## src/hdl/nzda_pkg.sv

```systemverilog
// ---------------------------------------------------------------------------
// nzda_pkg
// Shared constants for the ZDA sentence parser: phase codes, sequencer codes,
// character codes, word sizes, the fraction limit and the hex digit decode.
// ---------------------------------------------------------------------------
package nzda_pkg;

    // fixed word sizes
    localparam int ID_CHARS    = 2;
    localparam int CHECK_CHARS = 2;

    // saturation limit of the fraction
    localparam logic [29:0] FRAC_MAX = 30'd999999999;

    // parse phases
    localparam logic [2:0] PH_IDLE    = 3'd0;
    localparam logic [2:0] PH_TALKER  = 3'd1;
    localparam logic [2:0] PH_MESSAGE = 3'd2;
    localparam logic [2:0] PH_FIELD   = 3'd3;
    localparam logic [2:0] PH_CHECK   = 3'd4;
    localparam logic [2:0] PH_DONE    = 3'd5;

    // sequencer states
    localparam logic [1:0] SQ_WAIT = 2'd0;
    localparam logic [1:0] SQ_DEC  = 2'd1;
    localparam logic [1:0] SQ_PUB  = 2'd2;

    // character codes
    localparam logic [7:0] CH_DOLLAR = 8'h24;
    localparam logic [7:0] CH_STAR   = 8'h2A;
    localparam logic [7:0] CH_COMMA  = 8'h2C;
    localparam logic [7:0] CH_CR     = 8'h0D;
    localparam logic [7:0] CH_LF     = 8'h0A;
    localparam logic [7:0] CH_DOT    = 8'h2E;
    localparam logic [7:0] CH_ZERO   = 8'h30;
    localparam logic [7:0] CH_NINE   = 8'h39;
    localparam logic [7:0] CH_G      = 8'h47;
    localparam logic [7:0] CH_P      = 8'h50;
    localparam logic [7:0] CH_Z      = 8'h5A;
    localparam logic [7:0] CH_D      = 8'h44;
    localparam logic [7:0] CH_A      = 8'h41;

    // hex digit decode: bit 4 flags a valid digit
    function automatic logic [4:0] hex_digit(input logic [7:0] c);
        logic [4:0] r;
        r = 5'd0;
        if (c >= 8'h30 && c <= 8'h39)
        begin
            r = {1'b1, 4'(c - 8'h30)};
        end
        else if (c >= 8'h61 && c <= 8'h66)
        begin
            r = {1'b1, 4'(c - 8'h57)};
        end
        else if (c >= 8'h41 && c <= 8'h46)
        begin
            r = {1'b1, 4'(c - 8'h37)};
        end
        return r;
    endfunction

endpackage

```

## src/hdl/nmea_zda_sentence_parser.sv

```systemverilog
// ---------------------------------------------------------------------------
// nmea_zda_sentence_parser
// Character-serial parser for GPZDA sentences with checksum check and
// decoded time registers.
// ---------------------------------------------------------------------------
// Usage:
//   Input channel (in_valid/in_ready, ch) takes one received character per
//   item. Output channel (out_valid/out_ready) returns one item per
//   character: sentence_done and the current decoded time fields.
//   Most characters go from the wait state to the publish state, which
//   loads the output register. The ',' or '*' that ends data fields 0
//   to 3, if long enough, first starts a decode loop that walks the
//   stored field one character per cycle through a shared multiply-by-ten
//   digit unit over the field length (at least 6) for the time field; 2, 2
//   or 4 for day, month, year. One item is in work at a time; in_ready is
//   high only in the wait state, so no character is taken until the last
//   result is loaded. If the receiver stalls, the result holds in the
//   output register and the next character may be taken and processed
//   meanwhile; its result waits until the slot frees.
//   Reset clears the parse state, the checksum and all time fields to zero
//   and leaves the block idle, waiting for '$'.
// ---------------------------------------------------------------------------
module nmea_zda_sentence_parser
    import nzda_pkg::*;
#(
    parameter int MSG_CHARS   = 3,
    parameter int FIELD_CHARS = 16
)
(
    input  logic        clk,
    input  logic        rst_n,
    input  logic        in_valid,
    output logic        in_ready,
    input  logic [7:0]  ch,
    output logic        out_valid,
    input  logic        out_ready,
    output logic        sentence_done,
    output logic [6:0]  hour,
    output logic [6:0]  minute,
    output logic [6:0]  second,
    output logic [29:0] fraction,
    output logic [6:0]  day,
    output logic [6:0]  month,
    output logic [13:0] year
);

    localparam int CNT_W  = $clog2(FIELD_CHARS + 1);
    localparam int IDX_W  = $clog2(FIELD_CHARS);
    localparam int MIDX_W = $clog2(MSG_CHARS);

    // control state
    logic [1:0]       seq_reg, seq_next;
    logic [2:0]       phase_reg, phase_next;
    logic [CNT_W-1:0] cnt_reg, cnt_next;
    logic [CNT_W-1:0] len_reg, len_next;
    logic             zseen_reg, zseen_next;
    logic [7:0]       xor_reg, xor_next;
    logic [2:0]       fnum_reg, fnum_next;
    logic             ok_reg, ok_next;
    logic             star_reg, star_next;
    logic [1:0]       dfield_reg, dfield_next;
    logic [IDX_W-1:0] pos_reg, pos_next;
    logic [CNT_W-1:0] endp_reg, endp_next;
    logic [29:0]      acc_reg, acc_next;
    logic             out_valid_reg, out_valid_next;

    // time registers
    logic [6:0]  hour_reg, hour_next;
    logic [6:0]  minute_reg, minute_next;
    logic [6:0]  second_reg, second_next;
    logic [29:0] fraction_reg, fraction_next;
    logic [6:0]  day_reg, day_next;
    logic [6:0]  month_reg, month_next;
    logic [13:0] year_reg, year_next;

    // word stores
    logic [7:0] talker_reg [ID_CHARS];
    logic [7:0] msg_reg    [MSG_CHARS];
    logic [7:0] field_reg  [FIELD_CHARS];
    logic [7:0] chk_reg    [CHECK_CHARS];
    logic       talk_we, msg_we, fld_we, chk_we;

    // output register
    logic        done_out_reg;
    logic [6:0]  hour_out_reg, minute_out_reg, second_out_reg;
    logic [29:0] fraction_out_reg;
    logic [6:0]  day_out_reg, month_out_reg;
    logic [13:0] year_out_reg;
    logic        load_out;

    // helpers
    logic             accept;
    logic             is_delim;
    logic             clr_word, do_fail, zero_time;
    logic [4:0]       hx0, hx1;
    logic [7:0]       chk_val;
    logic [7:0]       fc;
    logic             fc_digit, dot_pos, last_pos;
    logic [33:0]      prod;
    logic [29:0]      acc_sat;
    logic [CNT_W-1:0] need_len;

    assign in_ready = (seq_reg == SQ_WAIT);
    assign accept   = in_valid && in_ready;
    assign is_delim = (ch == CH_COMMA) || (ch == CH_STAR) || (ch == CH_CR) || (ch == CH_LF);

    // checksum text value
    assign hx0 = hex_digit(chk_reg[0]);
    assign hx1 = hex_digit(chk_reg[1]);
    always_comb
    begin
        chk_val = 8'd0;
        if (cnt_reg >= CNT_W'(1) && hx0[4])
        begin
            chk_val = {4'd0, hx0[3:0]};
            if (cnt_reg >= CNT_W'(2) && hx1[4])
            begin
                chk_val = {hx0[3:0], hx1[3:0]};
            end
        end
    end

    // shared digit unit: acc * 10 + digit, saturated
    assign fc       = field_reg[pos_reg];
    assign fc_digit = (fc >= CH_ZERO) && (fc <= CH_NINE);
    assign prod     = {1'b0, acc_reg, 3'b000} + {3'b000, acc_reg, 1'b0}
                      + {30'd0, 4'(fc - CH_ZERO)};
    assign acc_sat  = (prod > {4'd0, FRAC_MAX}) ? FRAC_MAX : prod[29:0];
    assign dot_pos  = (dfield_reg == 2'd0) && (pos_reg == IDX_W'(6));
    assign last_pos = (CNT_W'(pos_reg) + CNT_W'(1)) == endp_reg;

    // minimum length of each decoded field
    always_comb
    begin
        case (fnum_reg)
            3'd0:    need_len = CNT_W'(6);
            3'd3:    need_len = CNT_W'(4);
            default: need_len = CNT_W'(2);
        endcase
    end

    // parse and decode sequencer
    always_comb
    begin
        seq_next       = seq_reg;
        phase_next     = phase_reg;
        cnt_next       = cnt_reg;
        len_next       = len_reg;
        zseen_next     = zseen_reg;
        xor_next       = xor_reg;
        fnum_next      = fnum_reg;
        ok_next        = ok_reg;
        star_next      = star_reg;
        dfield_next    = dfield_reg;
        pos_next       = pos_reg;
        endp_next      = endp_reg;
        acc_next       = acc_reg;
        hour_next      = hour_reg;
        minute_next    = minute_reg;
        second_next    = second_reg;
        fraction_next  = fraction_reg;
        day_next       = day_reg;
        month_next     = month_reg;
        year_next      = year_reg;
        talk_we        = 1'b0;
        msg_we         = 1'b0;
        fld_we         = 1'b0;
        chk_we         = 1'b0;
        clr_word       = 1'b0;
        do_fail        = 1'b0;
        zero_time      = 1'b0;
        load_out       = 1'b0;
        out_valid_next = out_valid_reg && !out_ready;

        case (seq_reg)
            SQ_WAIT:
            begin
                if (accept)
                begin
                    seq_next = SQ_PUB;
                    case (phase_reg)
                        PH_IDLE:
                        begin
                            if (ch == CH_DOLLAR)
                            begin
                                clr_word   = 1'b1;
                                phase_next = PH_TALKER;
                            end
                        end
                        PH_TALKER:
                        begin
                            if (ch != CH_STAR)
                            begin
                                xor_next = xor_reg ^ ch;
                            end
                            if (cnt_reg < CNT_W'(ID_CHARS) && !is_delim)
                            begin
                                talk_we  = 1'b1;
                                cnt_next = cnt_reg + CNT_W'(1);
                                if (cnt_reg == CNT_W'(1))
                                begin
                                    if (talker_reg[0] == CH_G && ch == CH_P)
                                    begin
                                        clr_word   = 1'b1;
                                        phase_next = PH_MESSAGE;
                                    end
                                    else
                                    begin
                                        do_fail = 1'b1;
                                    end
                                end
                            end
                        end
                        PH_MESSAGE:
                        begin
                            if (ch != CH_STAR)
                            begin
                                xor_next = xor_reg ^ ch;
                            end
                            if (cnt_reg < CNT_W'(MSG_CHARS) && !is_delim)
                            begin
                                msg_we   = 1'b1;
                                cnt_next = cnt_reg + CNT_W'(1);
                            end
                            if (ch == CH_COMMA)
                            begin
                                if (cnt_reg == CNT_W'(3) && msg_reg[0] == CH_Z &&
                                    msg_reg[1] == CH_D && msg_reg[2] == CH_A)
                                begin
                                    clr_word   = 1'b1;
                                    phase_next = PH_FIELD;
                                end
                                else
                                begin
                                    do_fail = 1'b1;
                                end
                            end
                        end
                        PH_FIELD:
                        begin
                            if (ch != CH_STAR)
                            begin
                                xor_next = xor_reg ^ ch;
                            end
                            if (cnt_reg < CNT_W'(FIELD_CHARS) && !is_delim)
                            begin
                                fld_we   = 1'b1;
                                cnt_next = cnt_reg + CNT_W'(1);
                                if (!zseen_reg)
                                begin
                                    if (ch == 8'd0)
                                    begin
                                        zseen_next = 1'b1;
                                    end
                                    else
                                    begin
                                        len_next = len_reg + CNT_W'(1);
                                    end
                                end
                            end
                            if (ch == CH_COMMA || ch == CH_STAR)
                            begin
                                star_next = (ch == CH_STAR);
                                fnum_next = fnum_reg + 3'd1;
                                case (fnum_reg)
                                    3'd0, 3'd1, 3'd2, 3'd3:
                                    begin
                                        if (len_reg >= need_len)
                                        begin
                                            seq_next    = SQ_DEC;
                                            dfield_next = fnum_reg[1:0];
                                            pos_next    = '0;
                                            acc_next    = '0;
                                            endp_next   = (fnum_reg == 3'd0) ? len_reg
                                                                             : need_len;
                                            if (fnum_reg == 3'd0)
                                            begin
                                                fraction_next = '0;
                                            end
                                        end
                                        else
                                        begin
                                            do_fail   = 1'b1;
                                            zero_time = 1'b1;
                                        end
                                    end
                                    3'd4, 3'd5:
                                    begin
                                        clr_word   = 1'b1;
                                        phase_next = (ch == CH_STAR) ? PH_CHECK : PH_FIELD;
                                    end
                                    default:
                                    begin
                                        do_fail   = 1'b1;
                                        zero_time = 1'b1;
                                    end
                                endcase
                            end
                        end
                        PH_CHECK:
                        begin
                            if (cnt_reg < CNT_W'(CHECK_CHARS) && !is_delim)
                            begin
                                chk_we   = 1'b1;
                                cnt_next = cnt_reg + CNT_W'(1);
                            end
                            if (ch == CH_CR || ch == CH_LF)
                            begin
                                if (chk_val == xor_reg)
                                begin
                                    clr_word   = 1'b1;
                                    ok_next    = 1'b1;
                                    phase_next = PH_DONE;
                                end
                                else
                                begin
                                    do_fail = 1'b1;
                                end
                            end
                        end
                        default:
                        begin
                            do_fail = 1'b1;
                        end
                    endcase
                end
            end
            SQ_DEC:
            begin
                if ((dot_pos && fc != CH_DOT) || (!dot_pos && !fc_digit))
                begin
                    do_fail   = 1'b1;
                    zero_time = 1'b1;
                    seq_next  = SQ_PUB;
                end
                else
                begin
                    acc_next = dot_pos ? '0 : acc_sat;
                    // segment ends write the decoded value
                    case (dfield_reg)
                        2'd0:
                        begin
                            if (pos_reg == IDX_W'(1))
                            begin
                                hour_next = acc_sat[6:0];
                                acc_next  = '0;
                            end
                            else if (pos_reg == IDX_W'(3))
                            begin
                                minute_next = acc_sat[6:0];
                                acc_next    = '0;
                            end
                            else if (pos_reg == IDX_W'(5))
                            begin
                                second_next = acc_sat[6:0];
                                acc_next    = '0;
                            end
                            else if (pos_reg > IDX_W'(6) && last_pos)
                            begin
                                fraction_next = acc_sat;
                            end
                        end
                        2'd1:
                        begin
                            if (pos_reg == IDX_W'(1))
                            begin
                                day_next = acc_sat[6:0];
                            end
                        end
                        2'd2:
                        begin
                            if (pos_reg == IDX_W'(1))
                            begin
                                month_next = acc_sat[6:0];
                            end
                        end
                        default:
                        begin
                            if (pos_reg == IDX_W'(3))
                            begin
                                year_next = acc_sat[13:0];
                            end
                        end
                    endcase
                    if (last_pos)
                    begin
                        clr_word   = 1'b1;
                        phase_next = star_reg ? PH_CHECK : PH_FIELD;
                        seq_next   = SQ_PUB;
                    end
                    else
                    begin
                        pos_next = pos_reg + IDX_W'(1);
                    end
                end
            end
            SQ_PUB:
            begin
                if (!out_valid_reg || out_ready)
                begin
                    load_out       = 1'b1;
                    out_valid_next = 1'b1;
                    seq_next       = SQ_WAIT;
                end
            end
            default:
            begin
                seq_next = SQ_WAIT;
            end
        endcase

        // word and sentence clearing
        if (clr_word || do_fail)
        begin
            cnt_next   = '0;
            len_next   = '0;
            zseen_next = 1'b0;
        end
        if (do_fail)
        begin
            xor_next   = '0;
            fnum_next  = '0;
            ok_next    = 1'b0;
            phase_next = PH_IDLE;
        end
        if (zero_time)
        begin
            hour_next     = '0;
            minute_next   = '0;
            second_next   = '0;
            fraction_next = '0;
            day_next      = '0;
            month_next    = '0;
            year_next     = '0;
        end
    end

    // control and time registers
    always_ff @(posedge clk or negedge rst_n)
    begin
        if (!rst_n)
        begin
            seq_reg       <= SQ_WAIT;
            phase_reg     <= PH_IDLE;
            cnt_reg       <= '0;
            len_reg       <= '0;
            zseen_reg     <= 1'b0;
            xor_reg       <= '0;
            fnum_reg      <= '0;
            ok_reg        <= 1'b0;
            star_reg      <= 1'b0;
            dfield_reg    <= '0;
            pos_reg       <= '0;
            endp_reg      <= '0;
            acc_reg       <= '0;
            out_valid_reg <= 1'b0;
            hour_reg      <= '0;
            minute_reg    <= '0;
            second_reg    <= '0;
            fraction_reg  <= '0;
            day_reg       <= '0;
            month_reg     <= '0;
            year_reg      <= '0;
        end
        else
        begin
            seq_reg       <= seq_next;
            phase_reg     <= phase_next;
            cnt_reg       <= cnt_next;
            len_reg       <= len_next;
            zseen_reg     <= zseen_next;
            xor_reg       <= xor_next;
            fnum_reg      <= fnum_next;
            ok_reg        <= ok_next;
            star_reg      <= star_next;
            dfield_reg    <= dfield_next;
            pos_reg       <= pos_next;
            endp_reg      <= endp_next;
            acc_reg       <= acc_next;
            out_valid_reg <= out_valid_next;
            hour_reg      <= hour_next;
            minute_reg    <= minute_next;
            second_reg    <= second_next;
            fraction_reg  <= fraction_next;
            day_reg       <= day_next;
            month_reg     <= month_next;
            year_reg      <= year_next;
        end
    end

    // word stores, written at the current character count
    always_ff @(posedge clk)
    begin
        if (talk_we)
        begin
            talker_reg[cnt_reg[0]] <= ch;
        end
        if (msg_we)
        begin
            msg_reg[cnt_reg[MIDX_W-1:0]] <= ch;
        end
        if (fld_we)
        begin
            field_reg[cnt_reg[IDX_W-1:0]] <= ch;
        end
        if (chk_we)
        begin
            chk_reg[cnt_reg[0]] <= ch;
        end
    end

    // output payload register
    always_ff @(posedge clk)
    begin
        if (load_out)
        begin
            done_out_reg     <= ok_reg;
            hour_out_reg     <= hour_reg;
            minute_out_reg   <= minute_reg;
            second_out_reg   <= second_reg;
            fraction_out_reg <= fraction_reg;
            day_out_reg      <= day_reg;
            month_out_reg    <= month_reg;
            year_out_reg     <= year_reg;
        end
    end

    assign out_valid     = out_valid_reg;
    assign sentence_done = done_out_reg;
    assign hour          = hour_out_reg;
    assign minute        = minute_out_reg;
    assign second        = second_out_reg;
    assign fraction      = fraction_out_reg;
    assign day           = day_out_reg;
    assign month         = month_out_reg;
    assign year          = year_out_reg;

endmodule

```

## config.mk

```make
export PLATFORM = sky130hd
export DESIGN_NAME = nmea_zda_sentence_parser
export DESIGN_NICKNAME = d
export VERILOG_FILES = /design/src/hdl/nzda_pkg.sv /design/src/hdl/nmea_zda_sentence_parser.sv
export SDC_FILE = /design/constraint.sdc
export NUM_CORES = 1
export LEC_CHECK = 0
export BUFFER_PORTS_ARGS = -buffer_cell sky130_fd_sc_hd__buf_4
export CAP_MARGIN = 25
export CORE_UTILIZATION = 42
export CTS_CLUSTER_SIZE = 40
export DETAILED_ROUTE_END_ITERATION = 8
export PLACE_DENSITY = 0.57
export SETUP_SLACK_MARGIN = 0.02
export SLEW_MARGIN = 20
export SYNTH_ARGS = -nofsm -noshare
export SYNTH_HDL_FRONTEND = slang
export SYNTH_SLANG_ARGS = --single-unit
```

## constraint.sdc

```tcl
create_clock -name clk -period 5.7 [get_ports clk]
set_clock_uncertainty 0.05 [all_clocks]
set_input_delay 1.425 -clock clk [delete_from_list [all_inputs] [get_ports clk]]
set_output_delay 1.425 -clock clk [all_outputs]
set_load 0.05 [all_outputs]
```

==> After elaboration in Yosys (flattened, before gate mapping) <==
Memory sizes are Yosys's and may differ from the RTL's.
Index checks and enable logic that the tools add are counted.
{ "word_totals": {"register_bits": 230, "ram_bits": 184, "out_inout_bits": 82, "wordCells": 433, "n_memories": 4} }
{ "classes": {"add_sub_neg": 14, "magnitude_cmp": 22, "eq_ne": 77, "muxes": 199, "bitwise": 1, "n_reduce_logical": 87} }
{ "memory_table": {"columns": ["name", "depth", "word_bits", "rd", "rd_ports_with_merged_regs", "write_ports", "line", "source"], "rows": [
  ["field_reg", 16, 8, 1, 0, 1, "nmea_zda_sentence_parser.sv:79", "logic [7:0] field_reg [FIELD_CHARS];"],
  ["msg_reg", 3, 8, 3, 0, 1, "nmea_zda_sentence_parser.sv:78", "logic [7:0] msg_reg [MSG_CHARS];"],
  ["chk_reg", 2, 8, 2, 0, 1, "nmea_zda_sentence_parser.sv:80", "logic [7:0] chk_reg [CHECK_CHARS];"],
  ["talker_reg", 2, 8, 1, 0, 1, "nmea_zda_sentence_parser.sv:77", "logic [7:0] talker_reg [ID_CHARS];"]
]} }
{ "op_table": {"columns": ["cell", "n"], "rows": [
  ["2-to-1 mux 30 bit", 25],
  ["2-to-1 mux 7 bit", 26],
  ["one-hot mux 30 bit (2 select lines)", 2],
  ["2-to-1 mux 5 bit", 20],
  ["2-to-1 mux 14 bit", 5],
  ["2-to-1 mux 1 bit", 66],
  ["2-to-1 mux 3 bit", 21],
  ["2-to-1 mux 8 bit", 7],
  ["nonzero test 2 bit", 21],
  ["equality test 8 x 7 -> 1 bit (second input constant)", 5],
  ["!= test 4 bit (second input constant)", 9],
  ["adder 33 x 31 -> 34 bit", 1],
  ["adder 34 x 4 -> 34 bit", 1],
  ["> comparator 34 x 30 -> 1 bit (second input constant)", 1],
  ["!= test 3 bit (second input constant)", 11],
  [">= comparator 8 x 7 -> 1 bit (second input constant)", 4],
  ["less-or-equal comparator 8 x 7 -> 1 bit (second input constant)", 4],
  ["AND reduction 4 bit", 8],
  ["2-to-1 mux 4 bit", 7],
  ["equality test 8 x 6 -> 1 bit (second input constant)", 3],
  [">= comparator 8 x 6 -> 1 bit (second input constant)", 3],
  ["less-or-equal comparator 8 x 6 -> 1 bit (second input constant)", 3],
  ["!= test 3 x 1 -> 1 bit (second input constant)", 8],
  ["AND reduction 6 bit", 4],
  ["56 further kinds", 135]
]} }

==> Logic depth before layout (Yosys ltp) <==
Gate-level depths: netlist of the first run.
An unclocked memory read counts as a cell.
{ "logic_depth": {"ltp_word": 18, "depth_mapped": 19, "depth_no_buf": 16} }

==> Worst setup path after synthesis of the first run <==
OpenSTA, ideal clock, no wires.
{ "synth_timing": {"path_type": "input to register", "startpoint": "input port out_ready", "endpoint": "register day_out_reg[0], in the netlist day[0], enable pin", "arrival_time_ns": 5.105, "required_time_ns": 5.122, "slack_ns": 0.016, "path_stages": 2, "path_buffers": 0, "cell_sequence": "nand2b_1 nor2b_1"} }
{ "synth_via": {"elab_chain_len": 3} }
{ "synth_lines": {"columns": ["element", "line", "source"], "rows": [
  ["from (decl)", "nmea_zda_sentence_parser.sv:36", "input logic out_ready,"],
  ["logical OR 1 bit", "nmea_zda_sentence_parser.sv:399", "if (!out_valid_reg || out_ready)"],
  ["2-to-1 mux 1 bit", "nmea_zda_sentence_parser.sv:399", null],
  ["2-to-1 mux 1 bit", "nmea_zda_sentence_parser.sv:175", "case (seq_reg)"],
  ["net load_out", "nmea_zda_sentence_parser.sv:89", "logic load_out;"],
  ["to (signal assigned)", "nmea_zda_sentence_parser.sv:522", "day_out_reg <= day_reg;"],
  ["to (decl)", "nmea_zda_sentence_parser.sv:87", "logic [6:0] day_out_reg, month_out_reg;"]
]} }
The timed path passes the listed nets, and every way through them passes these cells.
A chain may end at the register's enable or synchronous reset.

==> Worst setup path in the final report of the first run <==
{ "layout_timing": {"startpoint": "register pos_reg[0]", "endpoint": "register acc_reg[11]"} }
{ "layout_via": {"elab_chain_len": 12} }
{ "layout_lines": {"columns": ["element", "line", "source"], "rows": [
  ["from (decl)", "nmea_zda_sentence_parser.sv:62", "logic [IDX_W-1:0] pos_reg, pos_next;"],
  ["from (signal assigned)", "nmea_zda_sentence_parser.sv:477", "pos_reg <= pos_next;"],
  ["memory (16 x 8 bit)", null, null],
  ["subtractor 4 x 1 -> 4 bit", "nmea_zda_sentence_parser.sv:127", "+ {30'd0, 4'(fc - CH_ZERO)};"],
  ["adder 34 x 4 -> 34 bit", "nmea_zda_sentence_parser.sv:127", null],
  ["> comparator 34 x 30 -> 1 bit", "nmea_zda_sentence_parser.sv:128", "assign acc_sat = (prod > {4'd0, FRAC_MAX}) ? FRAC_MAX : prod[29:0];"],
  ["2-to-1 mux 30 bit", "nmea_zda_sentence_parser.sv:128", null],
  ["2-to-1 mux 30 bit", "nmea_zda_sentence_parser.sv:338", "acc_next = dot_pos ? '0 : acc_sat;"],
  ["2-to-1 mux 30 bit", "nmea_zda_sentence_parser.sv:353", "else if (pos_reg == IDX_W'(5))"],
  ["2-to-1 mux 30 bit", "nmea_zda_sentence_parser.sv:348", "else if (pos_reg == IDX_W'(3))"],
  ["2-to-1 mux 30 bit", "nmea_zda_sentence_parser.sv:343", "if (pos_reg == IDX_W'(1))"],
  ["2-to-1 mux 30 bit", "nmea_zda_sentence_parser.sv:340", "case (dfield_reg)"],
  ["2-to-1 mux 30 bit", "nmea_zda_sentence_parser.sv:330", "if ((dot_pos && fc != CH_DOT) || (!dot_pos && !fc_digit))"],
  ["one-hot mux 30 bit (2 select lines)", "nmea_zda_sentence_parser.sv:175", null],
  ["to (signal assigned)", "nmea_zda_sentence_parser.sv:479", "acc_reg <= acc_next;"],
  ["to (decl)", "nmea_zda_sentence_parser.sv:64", "logic [29:0] acc_reg, acc_next;"]
]} }
Parallel ways exist; a longest one is shown, timed or not. The select of a mux whose other input is x is not followed.

==> results.py, run 1 <==
metrics = {
    "grt": {
        "grt_pass1_vias": 12034,
        "track_usage_pct": 19.56,
        "grt_pass1_wl_um": 68400,
        "grt_max_degree": 101,
        "grt-ovfl-total": 0,
        "antenna_found_initial": 0,
    },
    "pwr": {
        "seq_power_share_pct": 47.0,
        "comb_power_share_pct": 15.2,
        "swShare_pct": 27.28,
        "p_switching_uw": 2045,
        "p_int_uw": 5450,
        "p_per_area_nw_per_um2": 342.6,
        "power_leakage_uw": 0.008372,
        "pwr-share-clk_pct": 37.8,
        "ir_drop_v": 0.0002791,
    },
    "route": {
        "firstDrtPassIters": 5,
        "wl_per_cell_um": 19.76,
        "viasPerCell": 5.668,
        "drtIter0Drc": 841,
        "wl_um": 43660,
        "postRouteAntennaNets": 0,
        "via_count": 12527,
        "drc": 0,
    },
    "run": {
        "maxCapViolCount": 0,
    },
    "synth": {
        "muxShareOfSynthArea_pct": 4.226,
        "synth_fa_ha_area_share_pct": 5.564,
        "synth_compound_area_share_pct": 13.44,
        "seq_area_frac_synth_pct": 61.15,
        "synthSimpleGateAreaFrac_pct": 11.29,
        "synth.distinct_cells": 81,
        "ys_seq_elements": 406,
        "synthCells": 1471,
        "synth.cell_area_um2": 18710,
        "synthesis.nets": 1565,
        "synth_common_cells": "edfxtp_1 (256), dfrtp_1 (150), nand2_1 (124), o21ai_0 (90), ha_1 (80)",
        "synth_area_leader_cell": "edfxtp_1",
        "ys_warn_count": 0,
        "synth.most_common_cell": "edfxtp_1",
        "synth_top_family_by_area": "compound AO/OA/AOI/OAI gates",
        "async_reset_ff_share_pct": 36.95,
        "ys.flop_type": "edfxtp_1",
        "synthTopCellsByArea": "edfxtp_1 (41%), dfrtp_1 (20%), ha_1 (5.3%)",
        "synth.top_cell.area_share_pct": 41.09,
        "synth-xor-area-share_pct": 2.013,
        "synth_edf_count": 256,
        "avgSynthCellArea_um2": 12.72,
    },
    "critical_path": {
        "r2r_setup_slack_ns": 0.26,
        "required_ns": 6.13,
        "end_kind": "flop",
        "cp-start-kind": "flop",
        "arrival_ns": 5.87,
        "crit_type": "flop to flop",
        "crit_path_max_fanout": 13,
    },
    "clock_network": {
        "cts_max_path_buffers": 3,
        "tritoncts": "built",
        "path_clk_slew_ns": 0.06,
        "clock-sinks": 406,
        "cts-root-buf": "clkbuf_16",
        "h-tree-depth": 2,
        "cts-buffers-inserted": 42,
        "clock_latency_ns": 0.56,
    },
    "placement": {
        "gp_congestion": 0.8840,
        "port_buffers": 93,
        "hpwl_um": 30250,
        "post_dp_cell_area_um2": 20280,
    },
    "cells_and_area": {
        "drive_gt1_share_pct": 16.43,
        "final_util_pct": 50.23,
        "final_area_um2": 21870,
        "num_antenna_cells": 0,
        "nets": 1686,
        "largest_reg_flops": 128,
        "syn2layout_area_growth_pct": 16.91,
    },
    "sta": {
        "relSlewSlack_pct": 39.06,
        "setup_viol": 0,
        "finalCritPeriodShare_pct": 95.43,
        "rsz0062_at_grt": "false",
        "worst_pin_slew_ns": 0.9071,
        "tns_ns": 0,
        "fin_crit_ns": 5.439,
        "fmax_mhz": 183.8,
        "hold_viol": 0,
        "final_max_slew_viol_count": 0,
    },
    "floorplan": {
        "die_y_um": 213.1,
        "row_count": 76,
        "die_area_um2": 45400,
        "io_pins": 94,
        "core_um2": 43550,
        "die_x_um": 213.1,
        "initial_core_util_pct": 42.96,
    },
    "hold_path": {
        "hold_path.class": "flop to flop",
    },
    "status": {
        "status": "finished, final reports clean",
    },
}
cells by family (layout without fill, tap and decap cells):
kind of cell,Yosys count,after routing
buffers and inverters,110,264
DFF,406,406
adders and majority gates,82,82
AOI/OAI and AO/OA,375,375
muxes,45,45
and+or+nand+nor,410,410
xor gates and xnor gates,43,43
layer usage:
layer | up-vias | wire length (µm) | GRT usage, % | share of wire (%)
met5 | - | 0 | 0 | 0
met4 | 0 | 851 | 5.433 | 1.9
met1 | 6241 | 20150 | 27.95 | 46
met2 | 359 | 20480 | 31.14 | 47
li1 | 5862 | - | - | -
met3 | 65 | 2192 | 2.750 | 5.0
layout make-up:
class,count,area [µm²]
Fill cell,3879,21680
Clock inverter,20,252.7
Timing Repair Buffer,142,1172
Inverter,45,168.9
Clock buffer,57,1169
Tap cell,585,732.0
Multi-Input combinational cell,955,6939
Sequential cell,406,11440
critical path, cell delays in order, from the launching register on:
cell and delay (ns):
dfrtp_1 0.40, buf_12 0.17, mux4_2 0.50, mux4_2 0.53
fa_1 0.54, inv_1 0.07, fa_1 0.46, nor2b_2 0.22
o2111ai_4 0.17, a211oi_2 0.32, buf_4 0.16, nor3_1 0.08
o31ai_1 0.25, xnor2_1 0.11, nor3_1 0.35, nor2_1 0.13
buf_4 0.18, o21ai_0 0.46, a22o_1 0.21
power groups by stage:
stage	clock (µW)	sequential, µW	combinational, µW
after detailed placement	0	3580	1140
after global routing	3000	3540	1250
final	2830	3520	1140
after floorplan	0	3710	611
after CTS	2890	3520	1140
after global placement	0	3570	1120
what timing repair did:
item | CTS | global route
endpoints found under the hold margin | 0 | 0
hold buffers | 0 | 0
setup buffers | 0 | 2
setup endpoints to repair | 26 | 95
resized for setup | 5 | 13
pin swaps | 0 | 4
cells in the final DEF, fill, tap and decap left out, types with 11 or more instances in the layout:
| cell | n |
|---|---|
| a22o_1 | 14 |
| o31ai_1 | 14 |
| xor2_1 | 23 |
| nand2b_1 | 18 |
| o21ai_1 | 20 |
| nor2_1 | 76 |
| edfxtp_1 | 256 |
| mux2i_1 | 16 |
| a21oi_1 | 67 |
| a31oi_1 | 21 |
| o21a_1 | 15 |
| clkbuf_16 | 43 |
| o211ai_1 | 11 |
| nor2b_1 | 11 |
| and2_1 | 24 |
| mux4_2 | 27 |
| nand2_1 | 123 |
| a211oi_1 | 12 |
| o22ai_1 | 16 |
| dfrtp_1 | 150 |
| nand3_1 | 22 |
| a32o_1 | 12 |
| xnor2_1 | 20 |
| nand4_1 | 20 |
| inv_1 | 43 |
| nor4b_1 | 13 |
| nor3_1 | 26 |
| ha_1 | 80 |
| buf_4 | 132 |
| or3_1 | 15 |
| o21ai_0 | 90 |
worst paths after layout:
| kind | from | to | depth (start not counted) |
|---|---|---|---|
| max reg2reg | pos_reg[0]$_DFFE_PN0P_ | acc_reg[11]$_DFFE_PN0P_ | 18 |
| min | minute_reg[2]$_DFFE_PN0P_ | minute[2]$_DFFE_PP_ | 0 |
| min reg2reg | minute_reg[2]$_DFFE_PN0P_ | minute[2]$_DFFE_PP_ | 0 |
| max in group asynchronous | rst_n | pos_reg[0]$_DFFE_PN0P_ | 3 |
| min in group asynchronous | rst_n | acc_reg[23]$_DFFE_PN0P_ | 1 |
| max | pos_reg[0]$_DFFE_PN0P_ | acc_reg[11]$_DFFE_PN0P_ | 18 |
stage by stage:
step	total power (µW)	hold WS (ns)	setup slack, ns	instances
6_report	7495	0.3887	0.2606	2210
4_1_cts	7546	0.3930	0.05847	2206
3_3_place_gp	4693	0.3805	-0.04723	2128
3_5_place_dp	4711	0.3763	-0.2456	2129
5_1_grt	7789	0.3972	0.005593	2210
2_1_floorplan	4325	0.3660	0.4064	1471
Note: power is estimated with default switching activity, not from simulation.
==> inputs of run 2 (changes only) <==
- CORE_UTILIZATION: 42 -> 61
- PLACE_DENSITY: 0.57 -> 0.78
==> results.py, run 2 (same netlist as run 1, synthesis figures left out) <==
metrics = {
    "status": {
        "status": "finished, final reports clean",
    },
    "critical_path": {
        "cp-start-kind": "flop",
        "crit_path_max_fanout": 13,
        "required_ns": 6.10,
        "end_kind": "flop",
        "crit_type": "flop to flop",
        "arrival_ns": 5.96,
    },
    "sta": {
        "setup_viol": 0,
        "hold_viol": 0,
        "finalWorstSetupSlack_ns": 0.1327,
        "relSlewSlack_pct": 30.94,
        "final_max_slew_viol_count": 0,
        "worst_pin_slew_ns": 1.028,
        "fmax_mhz": 179.6,
        "finalCritPeriodShare_pct": 97.67,
        "fin_crit_ns": 5.567,
    },
    "grt": {
        "grt-ovfl-total": 0,
        "grt_max_degree": 81,
        "grt_pass1_wl_um": 67340,
        "track_usage_pct": 27.64,
        "grt_pass1_vias": 12561,
        "antenna_found_initial": 0,
    },
    "route": {
        "drc": 0,
        "via_count": 12923,
        "viasPerCell": 6.455,
        "wl_per_cell_um": 21.31,
        "postRouteAntennaNets": 0,
        "firstDrtPassIters": 8,
        "wl_um": 42660,
        "drtIter0Drc": 1308,
    },
    "clock_network": {
        "cts_max_path_buffers": 3,
        "cts-root-buf": "clkbuf_16",
        "clock-sinks": 406,
        "tritoncts": "built",
        "path_clk_slew_ns": 0.06,
        "cts-buffers-inserted": 40,
        "clock_latency_ns": 0.53,
        "hold_buffers": 0,
        "h-tree-depth": 2,
    },
    "pwr": {
        "p_per_area_nw_per_um2": 345.2,
        "ir_drop_v": 0.0003346,
        "power_leakage_uw": 0.008266,
    },
    "floorplan": {
        "row_count": 63,
        "io_pins": 94,
        "core_um2": 29870,
        "initial_core_util_pct": 62.63,
        "die_area_um2": 31380,
        "die_x_um": 177.1,
        "die_y_um": 177.1,
    },
    "run": {
        "maxCapViolCount": 0,
    },
    "cells_and_area": {
        "final_cell_mix": "edfxtp_1 (256), dfrtp_1 (150), buf_4 (126)",
        "syn2layout_area_growth_pct": 14.74,
        "layout_commonest_cell": "edfxtp_1",
        "largest_reg_flops": 128,
        "fillCellCount": 1905,
        "seqCellArea_um2": 11440,
        "drive_gt1_share_pct": 16.19,
        "multi_input_area_um2": 6960,
        "nets": 1674,
        "final_area_um2": 21470,
        "num_antenna_cells": 0,
    },
    "placement": {
        "post_dp_cell_area_um2": 19910,
        "hpwl_um": 28530,
        "dp_slack_ns": -0.1317,
        "gp_congestion": 0.8925,
        "port_buffers": 93,
    },
    "hold_path": {
        "hold_path.class": "flop to flop",
    },
}
-- run 2: cell types whose count changed in the layout (fill, tap and decap cells not counted), sizes merged --
cell	change
clkbuf	-1
clkinvlp	+2
clkinv	-5
inv	+2
buf	-10
bufinv	-1
-- run 2: routing by layer --
metal | vias up | routed length (µm) | GRT usage [%]
met1 | 6432 | 17700 | 37.53
li1 | 5835 | - | -
met3 | 99 | 2697 | 3.587
met2 | 557 | 21150 | 46.42
met5 | - | 0 | 0
met4 | 0 | 1102 | 8.800
-- run 2: critical path: stages, from the launching register on --
cell	delay (ns)
dfrtp_1	0.38
buf_12	0.17
mux4_2	0.52
mux4_2	0.53
fa_1	0.53
inv_1	0.07
fa_2	0.42
nor2b_4	0.17
o2111ai_4	0.17
and2_4	0.21
o211ai_1	0.27
buf_4	0.20
nor3b_1	0.19
a2111oi_1	0.12
o211ai_1	0.36
a211oi_2	0.15
buf_4	0.17
o21ai_0	0.51
a22o_1	0.26
-- run 2: layout make-up --
type | count | area share (%)
well taps | 390 | 2.273
clock inverters | 18 | 1.154
repair buffers | 132 | 4.750
multi-input cells | 955 | 32.42
inverters | 45 | 0.7868
clock buffers | 56 | 5.327
flip-flops and latches | 406 | 53.29
-- run 2: final timing paths --
kind                                         start                      endpoint  slack [ns]  depth (start not counted)
min                        year_reg[8]$_DFFE_PN0P_             year[8]$_DFFE_PP_        0.39                          0
max                         pos_reg[0]$_DFFE_PN0P_        acc_reg[5]$_DFFE_PN0P_        0.13                         18
max in group asynchronous                    rst_n        acc_reg[6]$_DFFE_PN0P_        3.63                          2
min in group asynchronous                    rst_n  fraction_reg[29]$_DFFE_PN0P_        0.87                          1
min reg2reg                year_reg[8]$_DFFE_PN0P_             year[8]$_DFFE_PP_        0.39                          0
max reg2reg                 pos_reg[0]$_DFFE_PN0P_        acc_reg[5]$_DFFE_PN0P_        0.13                         18
-- run 2: what timing repair did --
action | CTS | global route
pin swaps | 1 | 5
buffers inserted | 3 | 0
resized for setup | 5 | 21
endpoints found under the setup margin | 61 | 95
-- run 2: through the flow --
| step | instances | power, µW | hold WS (ns) | setup TNS [ns] | util [%] |
|---|---|---|---|---|---|
| 6_report | 2002 | 7411 | 0.3931 | 0 | 71.86 |
| 3_3_place_gp | 1922 | 4645 | 0.3790 | 0 | 66.64 |
| 3_5_place_dp | 1922 | 4683 | 0.3822 | -1.325 | 66.64 |
| 2_1_floorplan | 1471 | 4325 | 0.3660 | 0 | - |
| 4_1_cts | 1999 | 7412 | 0.3904 | 0 | 71.47 |
| 5_1_grt | 2002 | 7642 | 0.3989 | -0.1835 | 71.86 |
-- run 2: where the power goes --
group / internal [µW] / switching, µW / leakage, µW
combinational: 376 / 758 / 0.00341
clock: 1650 / 1100 / 0.000673
sequential: 3350 / 173 / 0.00418
==> inputs of run 3 (changes only) <==
- CORE_ASPECT_RATIO: not set -> 1.4
==> results.py, run 3 (same netlist as run 1, synthesis figures left out) <==
metrics = {
    "route": {
        "wl_um": 43840,
        "drtIter0Drc": 885,
        "postRouteAntennaNets": 0,
        "wl_per_cell_um": 21.98,
        "drc": 0,
        "firstDrtPassIters": 5,
        "viasPerCell": 6.418,
        "via_count": 12804,
    },
    "floorplan": {
        "die_x_um": 150.0,
        "die_y_um": 209.2,
        "io_pins": 94,
        "initial_core_util_pct": 62.31,
        "die_area_um2": 31390,
        "core_um2": 30030,
        "row_count": 75,
    },
    "clock_network": {
        "hold_buffers": 0,
        "cts-buffers-inserted": 37,
        "clock-sinks": 406,
        "cts-root-buf": "clkbuf_16",
        "tritoncts": "built",
        "cts_max_path_buffers": 3,
        "path_clk_slew_ns": 0.06,
        "clock_latency_ns": 0.54,
        "h-tree-depth": 2,
    },
    "cells_and_area": {
        "nets": 1675,
        "largest_reg_flops": 128,
        "final_util_pct": 70.88,
        "layout_commonest_cell": "edfxtp_1",
        "num_antenna_cells": 0,
        "final_cell_mix": "edfxtp_1 (256), dfrtp_1 (149), buf_4 (129)",
        "syn2layout_area_growth_pct": 13.75,
        "drive_gt1_share_pct": 15.90,
        "fin_cells": 1995,
    },
    "sta": {
        "relSlewSlack_pct": 30.93,
        "setup_viol": 0,
        "worst_pin_slew_ns": 1.033,
        "final_max_slew_viol_count": 0,
        "hold_ws_ns": 0.3936,
        "fin_crit_ns": 5.589,
        "fmax_mhz": 178.9,
        "hold_viol": 0,
        "rsz0062_at_grt": "true",
        "finalCritPeriodShare_pct": 98.05,
    },
    "grt": {
        "grt_pass1_wl_um": 68760,
        "antenna_found_initial": 0,
        "track_usage_pct": 28.58,
        "grt_pass1_vias": 12980,
        "grt-ovfl-total": 0,
        "grt_max_degree": 111,
    },
    "critical_path": {
        "crit_chain": "mux4_2, mux4_2, fa_1, inv_1, fa_1, nor2b_2, o2111ai_4, and2_1, o211ai_1, nor3b_1, a2111oi_2, o211ai_1, a211oi_2, buf_4, o21ai_0, a22o_1",
        "cp-start-kind": "flop",
        "arrival_ns": 6.02,
        "crit_type": "flop to flop",
        "crit_path_max_fanout": 8,
        "end_kind": "flop",
        "required_ns": 6.13,
        "cpPeakStageDelay_ns": 0.65,
        "worst-path-buf-inv": 2,
        "crit_slowest_cell": "dfrtp_1",
        "cp_top_family": "compound AO/OA/AOI/OAI gates",
    },
    "placement": {
        "port_buffers": 93,
        "hpwl_um": 30270,
        "place_inst": 1920,
        "gp_congestion": 0.9381,
    },
    "run": {
        "maxCapViolCount": 0,
    },
    "pwr": {
        "power_uw": 7102,
        "p_per_area_nw_per_um2": 333.7,
        "ir_drop_v": 0.0003661,
        "power_leakage_uw": 0.008209,
    },
    "hold_path": {
        "hold_path.class": "flop to flop",
    },
    "status": {
        "status": "finished, final reports clean",
    },
}
==> run 3: cell count changes in the layout (fill, tap and decap cells not counted), moves of 3 or more <==
| cell | previous run | this run |
|---|---|---|
| buf_4 | 126 | 129 |
| clkbuf_1 | 10 | 6 |
| clkbuf_16 | 42 | 37 |
| clkbuf_8 | 4 | 0 |
| clkinv_1 | 4 | 8 |
| clkinv_2 | 3 | 10 |
==> run 3: worst paths after layout <==
kind / from / slack, ns / cells past startpoint / endpoint
worst max-delay path: pos_reg[1]$_DFFE_PN0P_ / 0.11 / 16 / acc_reg[5]$_DFFE_PN0P_
worst min-delay path: fraction_reg[25]$_DFFE_PN0P_ / 0.39 / 0 / fraction[25]$_DFFE_PP_
worst max register to register: pos_reg[1]$_DFFE_PN0P_ / 0.11 / 16 / acc_reg[5]$_DFFE_PN0P_
worst min register to register: fraction_reg[25]$_DFFE_PN0P_ / 0.39 / 0 / fraction[25]$_DFFE_PP_
max in group asynchronous: rst_n / 3.64 / 3 / acc_reg[1]$_DFFE_PN0P_
min in group asynchronous: rst_n / 0.68 / 1 / fraction_reg[26]$_DFFE_PN0P_
==> run 3: what timing repair did <==
action,4_1_cts,5_1_grt
buffers inserted,0,3
setup endpoints to repair,90,95
gates resized for setup,5,17
pin swaps,0,6
==> run 3: area by class of cell <==
type                            instances  area, µm²
Clock inverter                         25      226.5
Clock buffer                           43      948.4
Sequential cell                       406      11440
Tap cell                              385      481.7
Inverter                               45      168.9
Fill cell                            2019       8746
Multi-Input combinational cell        955       6943
Timing Repair Buffer                  136       1072
==> run 3: layer usage <==
layer	GRT usage, %	part of all wire (%)
met5	0	0
met4	12.92	4.4
met2	51.36	53
met3	3.690	5.5
met1	33.78	37
==> run 3: worst reg2reg max path, delay by kind of cell (launching register included) <==
| kind | cells | cell delay [ns] |
|---|---|---|
| compound gates | 7 | 1.75 |
| fa+ha+maj | 2 | 1.00 |
| buf+inv | 2 | 0.25 |
| flops | 1 | 0.65 |
| mux | 2 | 0.95 |
| simple gates | 3 | 0.87 |
==> run 3: through the flow <==
stage / setup TNS, ns / cell area, µm² / worst slack [ns]
after floorplan: 0 / 18710 / 0.4064
after global routing: -0.04028 / 21280 / -0.01581
after detailed placement: -2.756 / 19940 / -0.1188
after CTS: 0 / 21130 / 0.03187
after global placement: 0 / 19940 / 0.09266
final: 0 / 21280 / 0.1113
==> run 3: report_power, final <==
part	leakage, µW	switching [µW]	internal [µW]
clock	0.000585	1090	1350
sequential	0.00418	171	3350
combinational	0.00344	760	382
